## config.mk

```make
export PLATFORM = sky130hd
export DESIGN_NAME = tfi_addsub
export DESIGN_NICKNAME = d
export VERILOG_FILES = /design/src/rtl/core/table_time_flux_interpolator_unit_assert.svh /design/src/rtl/core/tfi_pkg.sv /design/src/rtl/core/tfi_addsub.sv
export SDC_FILE = /design/constraint.sdc
export NUM_CORES = 1
export LEC_CHECK = 0
export BUFFER_PORTS_ARGS = -buffer_cell sky130_fd_sc_hd__buf_2
export CORE_MARGIN = 2
export CORE_UTILIZATION = 45
export DETAILED_ROUTE_END_ITERATION = 8
export PLACE_DENSITY = 0.76
export SYNTH_ARGS = -nofsm -noshare
export SYNTH_HDL_FRONTEND = slang
export SYNTH_SLANG_ARGS = --single-unit
export TNS_END_PERCENT = 20
```

## constraint.sdc

```tcl
create_clock -name vclk -period 9
set_input_delay 2.7 -clock vclk [all_inputs]
set_output_delay 2.7 -clock vclk [all_outputs]
set_load 0.03 [all_outputs]
```

## src/rtl/core/table_time_flux_interpolator_unit_assert.svh

```systemverilog
// ----------------------------------------------------------------------------
// Assertion macros for the time/flux interpolator
// Clocked on clock, disabled during reset.
// ----------------------------------------------------------------------------
`ifndef TABLE_TIME_FLUX_INTERPOLATOR_UNIT_ASSERT_SVH
`define TABLE_TIME_FLUX_INTERPOLATOR_UNIT_ASSERT_SVH

// same-cycle implication
`define TFI_ASSERT_NOW(lbl, ante, cons, msg) \
   lbl: assert property (@(posedge clock) disable iff (reset) (ante) |-> (cons)) \
      else $error(msg);

// next-cycle implication
`define TFI_ASSERT_NEXT(lbl, ante, cons, msg) \
   lbl: assert property (@(posedge clock) disable iff (reset) (ante) |=> (cons)) \
      else $error(msg);

`endif

```

## src/rtl/core/tfi_pkg.sv

```systemverilog
// ----------------------------------------------------------------------------
// tfi_pkg
// Widths, step counts and shared types of the time/flux interpolator.
// ----------------------------------------------------------------------------
package tfi_pkg;

   localparam int TABLE_DEPTH = 256;
   localparam int ADDR_W      = $clog2(TABLE_DEPTH);
   localparam int CNT_W       = $clog2(TABLE_DEPTH + 1);

   localparam int INDEX_W     = 8;
   localparam int COUNT_W     = 9;
   localparam int TIME_W      = 38;
   localparam int FLUX_W      = 32;
   localparam int DAY_W       = 22;
   localparam int FRAC_W      = 16;

   localparam int MAG_W       = FLUX_W + 1;
   localparam int PROD_W      = MAG_W + TIME_W;
   localparam int ALU_W       = PROD_W + 1;
   localparam int MUL_STEPS   = TIME_W;
   localparam int DIV_STEPS   = PROD_W;
   localparam int STEP_W      = $clog2(DIV_STEPS);

   localparam logic REQ_LOAD  = 1'b0;
   localparam logic REQ_QUERY = 1'b1;
   localparam logic KIND_VIS  = 1'b0;
   localparam logic KIND_IR   = 1'b1;
   localparam logic STAT_OK   = 1'b0;
   localparam logic STAT_BEYOND = 1'b1;

   typedef struct packed {
      logic [ALU_W-1:0] a;
      logic [ALU_W-1:0] b;
      logic             sub;
   } alu_req_type;

   typedef struct packed {
      logic [ALU_W-1:0] sum;
      logic             carry;
   } alu_rsp_type;

   typedef struct packed {
      logic [TIME_W-1:0]        stamp;
      logic signed [FLUX_W-1:0] vis;
      logic signed [FLUX_W-1:0] ir;
   } entry_type;

endpackage

```

## src/rtl/core/tfi_addsub.sv

```systemverilog
// ----------------------------------------------------------------------------
// tfi_addsub
// Shared adder/subtractor; carry out high means no borrow on subtract.
// ----------------------------------------------------------------------------
module tfi_addsub
   import tfi_pkg::*;
(
   input  alu_req_type op,
   output alu_rsp_type res
);

   logic [ALU_W:0] full;

   assign full = {1'b0, op.a} + {1'b0, (op.sub ? ~op.b : op.b)} + {{ALU_W{1'b0}}, op.sub};
   assign res.sum   = full[ALU_W-1:0];
   assign res.carry = full[ALU_W];

endmodule

```

---- Word level (Yosys, flattened, before mapping) ----
Index checks and enable logic that the tools add are counted.
word-level totals
  RAM bits ................................ 0
  register bits ........................... 0
  bits of input ports ..................... 145
  bits in read-only memories .............. 0
  bits in latches ......................... 0
  memories ................................ 0
  output and inout port bits .............. 73
operators by class
  order comparisons ....................... 0
  reduce and logical (&&, ||, !) cells .... 0
  multiplexer cells ....................... 1
  bitwise gates (word level) .............. 1
  $mul .................................... 0
  equality and inequality tests ........... 0
  div/mod/pow operators ................... 0
  add/sub/neg operators ................... 2
  shift operators ......................... 0
operators with widths
  kind              number
  $add A72 B72 Y73  1
  $add A73 B1 Y73   1
  $mux W72          1
  $not A72 Y72      1

---- Depth between registers and ports, before layout ----
Gate-level depths: netlist of the first run.
  depth after elaboration ................. 4
  mapped depth ............................ 15
  gate-level depth less buffers ........... 13

---- Least setup slack after synthesis of the first run ----
No wires, ideal clock.
  kind .................................... input port to output port
  start ................................... input port op[0] in the netlist's numbering
  end ..................................... output port res[55] in the netlist's numbering
  arrival time ............................ 6.502 ns
  buffers on the path ..................... 3
  slack ................................... -0.202 ns
  cell stages on the path ................. 15
  cells stage by stage .................... buf_2 -> buf_1 -> xor2_1 -> ha_1 -> buf_6 -> a21o_1 -> a211o_1 -> or3_1 -> a311oi_2 -> nor2_2 -> a221oi_2 -> a2111oi_2 -> o21ai_4 -> o21ai_2 -> a311oi_1
RTL lines
  what         RTL line         source
  from (decl)  tfi_addsub.sv:8  input alu_req_type op,
  to (decl)    tfi_addsub.sv:9  output alu_rsp_type res

==> results of run 1 <==
==> per-layer routing <==
layer / up-vias / share of wire / track usage
met5: - / 0 / 0
met4: 0 / 0.012 / 0.0296
met3: 14 / 0.067 / 0.0224
met2: 242 / 0.47 / 0.444
met1: 2897 / 0.46 / 0.359
li1: 3181 / - / -
==> report_power, final <==
group | switching [mW] | leakage [nW] | internal [mW]
Clock | 0 | 0 | 0
Sequential | 0 | 0 | 0
Combinational | 0.638 | 3.28 | 0.343
Total | 0.638 | 3.28 | 0.343
==> what timing repair did <==
item,in CTS,in global routing
setup endpoints to repair,2,12
pin swaps,0,7
gates resized for setup,2,16
setup buffers,0,2
hold endpoints to repair,0,0
==> stage by stage <==
step | area (µm²) | cells | utilization | setup WS [ps] | setup TNS (ps)
after floorplan | 5160 | 754 | - | 61.6 | 0
after global placement | 6530 | 1108 | 0.576 | 31.5 | 0
after detailed placement | 6530 | 1108 | 0.576 | -45.1 | -45.1
after CTS | 6540 | 1108 | 0.578 | 22.3 | 0
after global routing | 6640 | 1110 | 0.587 | -81.4 | -199
final | 6640 | 1110 | 0.587 | 124 | 0
==> area by class of cell <==
class	count	area share
timing repair buffer	252	0.205
tap	143	0.0269
multi-input combinational	689	0.753
inverter	26	0.0147
==> cell usage in the layout (no fill, tap or decap), types with 3 or more instances in the layout <==
cell type	count
a21o_1	28
a21oi_1	100
a221oi_1	3
a221oi_2	4
a31oi_1	3
and3_1	6
and4_1	3
buf_2	217
buf_4	34
ha_1	71
inv_1	26
nand2_1	73
nand2b_1	9
nand3_1	8
nand4_1	27
nor2_1	40
nor2b_1	9
nor3_1	11
nor4_1	4
o211ai_1	4
o21a_1	12
o21ai_0	32
o21ai_1	19
o21bai_1	16
o31ai_1	9
or3_1	3
xnor2_1	44
xor2_1	96
==> critical path, stage by stage <==
cell       delay (ps)
buf_4             240
buf_4             260
xor2_1            170
ha_1              280
a211o_1           300
or3_1             330
a311oi_2          300
nor2_2            100
a221oi_2          430
a2111oi_4         160
o21ai_4           240
o21ai_2           100
a311oi_2          310
buf_2             250
==> worst max path at each step <==
stage,slack (ps),endpoint,cells after the start,startpoint
after floorplan,60,res[55],15,op[0]
after global placement,30,res[72],15,op[0]
after detailed placement,-50,res[72],15,op[0]
after CTS,20,res[72],15,op[0]
after global routing,-80,res[55],15,op[0]
final,120,res[55],14,op[0]
==> kinds of logic after synthesis <==
kind of cell / share of synthesized area
compound gates: 0.330
buf+inv: 0.0507
mux: 0.00194
simple gates: 0.201
fa+ha+maj: 0.179
xor+xnor: 0.238
==> qor.txt, run 1 <==
Nets: 1187
DRT Wirelength: 16.8 mm
Max transition margin: 0.648
Vias in the first global route: 5927
Setup crit end kind: output pin
Crit path required time: 6300 ps
Least-Margin Pin Slew: 522 ps
Leakage power: 3.28 nW
YS warnings: 0
Core Rows: 39
N_diodes: 0
Critical Path AT: 6180 ps
Fin. Hold Viols: 0
Core Area: 11300 µm²
Period utilization: 0.986
Worst Hold Depth: 3
IO Pins: 218
Starting Density: 0.456
Final setup fails: 0
Share of the yosys chip area belonging to registers: 0
Die span in y: 111 µm
Pwr Density: 148 nW/µm²
Hold_sp: op[73]
Share of cells above drive strength 1: 0.292
Fmax: 113 MHz
Die area: 12300 µm²
Detailed Routing Iterations Pass 1: 5
Yosys top cell area share: 0.175
Synth Instances: 754
Clock buf count: 0
Status: complete, no violations
Total design power: 0.980 mW
Iter 0 DRT Violations: 425
Synth Cell Area: 5160 µm²
Seq cells: 0
DRC viols: 0
Class of the worst hold path: in -> out
Synth cell count leaders: a21oi_1, xor2_1, nand2_1
Most frequent cell after synthesis: a21oi_1
Largest area contributor in the netlist: ha_1
P&R area growth vs syn: 28.8%
Vias: 6334
Vias/cell: 5.71
WL/cell: 15.2 µm
Port bufs: 218
Avg Inst Size Synth: 6.84 µm²
Worst vdd ir: 0.0740 mV
Gp weighted congestion: 0.935
Cts hold-fix bufs: 0
Worst Hold Slack: 5740 ps
Multi-input gate area: 5000 µm²
First-pass GRT wire length: 27.7 mm
Slew Limit Fails: 0
Top post-synthesis cells by area: ha_1, xor2_1, a21oi_1
Hold Path End: res[1]
Pin count of the biggest net entering global routing: 21
Critical path type: in -> out
Initial antenna violation count: 0
Antenna viol nets, final: 0
Reg area: 0 µm²
Die extent in x: 111 µm
Post-DP HPWL: 14.4 mm
Global route overflow: 0
# fillers: 1135
Max capacitance violation total: 0
Netlist cell types: 67
All-layer global routing usage: 0.257
Tmin final: 8880 ps
Post-Syn Nets: 972
RSZ-0062 raised after global routing: true
Largest fanout on the critical path: 11
CP startpoint kind: input pin
Power figures use the tool's default switching activity.
==> run 2, diff against run 1 <==
--- a/config.mk
+++ b/config.mk
@@ -6,10 +6,13 @@
 export NUM_CORES = 1
 export LEC_CHECK = 0
 export BUFFER_PORTS_ARGS = -buffer_cell sky130_fd_sc_hd__buf_2
+export CELL_PAD_IN_SITES_DETAIL_PLACEMENT = 2
+export CELL_PAD_IN_SITES_GLOBAL_PLACEMENT = 2
 export CORE_MARGIN = 2
-export CORE_UTILIZATION = 45
+export CORE_UTILIZATION = 26
 export DETAILED_ROUTE_END_ITERATION = 8
-export PLACE_DENSITY = 0.76
+export GPL_ROUTABILITY_DRIVEN = 0
+export PLACE_DENSITY_LB_ADDON = 0.1
 export SYNTH_ARGS = -nofsm -noshare
 export SYNTH_HDL_FRONTEND = slang
 export SYNTH_SLANG_ARGS = --single-unit
==> run 2 against run 1 <==
Utilization decreased by 22 points. Sequential cell count is the same. Non-clock buffer count rose by 28. Cell area rose by 7.6%. Critical path depth stayed put. Via count grew 2.0%. Sequential share of layout area did not move. Routed wire length is 34% higher. Largest power group unchanged. Critical path type unchanged. Maximum frequency down 0.42%. Global-route usage is 5.4 points lower. Final cell count is 14% higher. Die area increased by 70%.
==> qor.txt, run 2 (synthesized netlist as in run 1, its figures left out) <==
Largest fanout on the critical path: 25
Hold_sp: op[73]
Global route overflow: 0
Share of cells above drive strength 1: 0.323
Seq cells: 0
Hold Path End: res[1]
Critical Path AT: 6210 ps
Logic pwr share: 1.000
Max transition margin: 0.587
Final setup fails: 0
Pin count of the biggest net entering global routing: 26
Clock share of power: 0
First-pass GRT wire length: 34.8 mm
Die area: 21000 µm²
Nets: 1215
Crit. path cell count: 14
Detailed Routing Iterations Pass 1: 5
Iter 0 DRT Violations: 187
Period utilization: 0.990
Clock buf count: 0
Class of the worst hold path: in -> out
Initial antenna violation count: 2
Most common cell after layout, fill and taps aside: buf_2
Seq pwr share: 0
Status: complete, no violations
Pre-CTS WS: -99.2 ps
Fmax: 112 MHz
Worst vdd ir: 0.0697 mV
Worst Hold Slack: 5720 ps
Setup slack after layout: 86.8 ps
Sw Ratio: 0.644
Total design power: 1.05 mW
Reg area: 0 µm²
Vias: 6458
Worst path cell trace: buf_4 -> buf_12 -> xor2_1 -> ha_1 -> buf_4 -> nand4_1 -> or3_1 -> nor4_2 -> a221oi_4 -> a2111oi_4 -> o21ai_4 -> o2111a_1 -> a311oi_2 -> buf_2
WL/cell: 17.8 µm
Switching Power: 0.679 mW
Slowest CP cell: a2111oi_4
Worst Hold Depth: 3
Vias in the first global route: 6741
P&R area growth vs syn: 38.6%
Slew Limit Fails: 0
DRC viols: 0
Starting Density: 0.265
Cts hold-fix bufs: 0
Most frequent cells in the layout: buf_2, a21oi_1, xor2_1
Antenna viol nets, final: 0
Core Area: 19500 µm²
Setup crit end kind: output pin
# fillers: 2436
Tmin final: 8910 ps
Critical path type: in -> out
Crit path required time: 6300 ps
Buf/Inv on CP: 4
Core Rows: 51
Least-Margin Pin Slew: 613 ps
RSZ-0062 raised after global routing: true
Max capacitance violation total: 0
Most Frequent Cell on Critical Path: buf_4
Top Family by Delay on Critical Path: compound AO/OA/AOI/OAI gates
CP peak stage delay: 470 ps
Multi-input gate area: 5100 µm²
Pwr Density: 148 nW/µm²
DRT Wirelength: 22.5 mm
Port bufs: 218
Post-DP HPWL: 19.8 mm
P_int: 0.376 mW
IO Pins: 218
Critical Path Source: op[0]
Fin. Hold Viols: 0
CP startpoint kind: input pin
Leakage power: 3.43 nW
Vias/cell: 5.12
Die span in y: 145 µm
Die extent in x: 145 µm
All-layer global routing usage: 0.203
## run 2: changes by cell type in the layout (fill, tap and decap cells not counted), moves of 3 or more
cell	before	now
buf_2	217	212
buf_4	34	60
a21oi_2	0	3
clkbuf_4	0	4
o31ai_2	2	5
a21oi_1	100	97
o31ai_1	9	6
## run 2: metrics by stage
stage | area [µm²] | TNS [ps] | std cells | utilization
floorplan | 5160 | 0 | 754 | -
global placement | 6890 | -40.9 | 1257 | 0.354
detailed placement | 6890 | -248 | 1257 | 0.354
CTS | 6930 | -0.121 | 1257 | 0.356
global route | 7150 | -263 | 1261 | 0.367
finish | 7150 | 0 | 1262 | 0.367
## run 2: layout make-up
| class | count | area share |
|---|---|---|
| well taps | 265 | 0.0464 |
| diodes | 2 | 0.000700 |
| repair buffers | 280 | 0.226 |
| inverters | 26 | 0.0136 |
| multi-input cells | 689 | 0.714 |
## run 2: timing repair
| item | in CTS | in global routing |
|---|---|---|
| pin swaps | 0 | 10 |
| endpoints found under the setup margin | 4 | 13 |
| setup buffers | 0 | 3 |
| resized for setup | 5 | 40 |
## run 2: per-layer routing
metal | part of all wire | vias up | track usage | routed length [µm]
met5 | 0 | - | 0 | 0
met4 | 0.0016 | 0 | 0 | 35
met3 | 0.043 | 2 | 0.0109 | 961
met2 | 0.46 | 154 | 0.345 | 10400
met1 | 0.49 | 3082 | 0.298 | 11100
li1 | - | 3220 | - | -
## run 2: power groups by stage
stage	Combinational (mW)	Sequential [mW]	Clock (mW)
floorplan	0.684	0	0
global placement	1.02	0	0
detailed placement	1.03	0	0
CTS	1.04	0	0
global route	1.15	0	0.0000000149
finish	1.05	0	0.0000000297
## run 2: worst max-delay path by stage
stage	end	slack (ps)
floorplan	res[55]	60
global placement	res[68]	-20
detailed placement	res[72]	-100
CTS	res[72]	-0.1
global route	res[68]	-110
finish	res[55]	90
## run 2: worst min-delay path, stage by stage
cell and delay, ps:
buf_2 90, xor2_1 60, buf_2 170
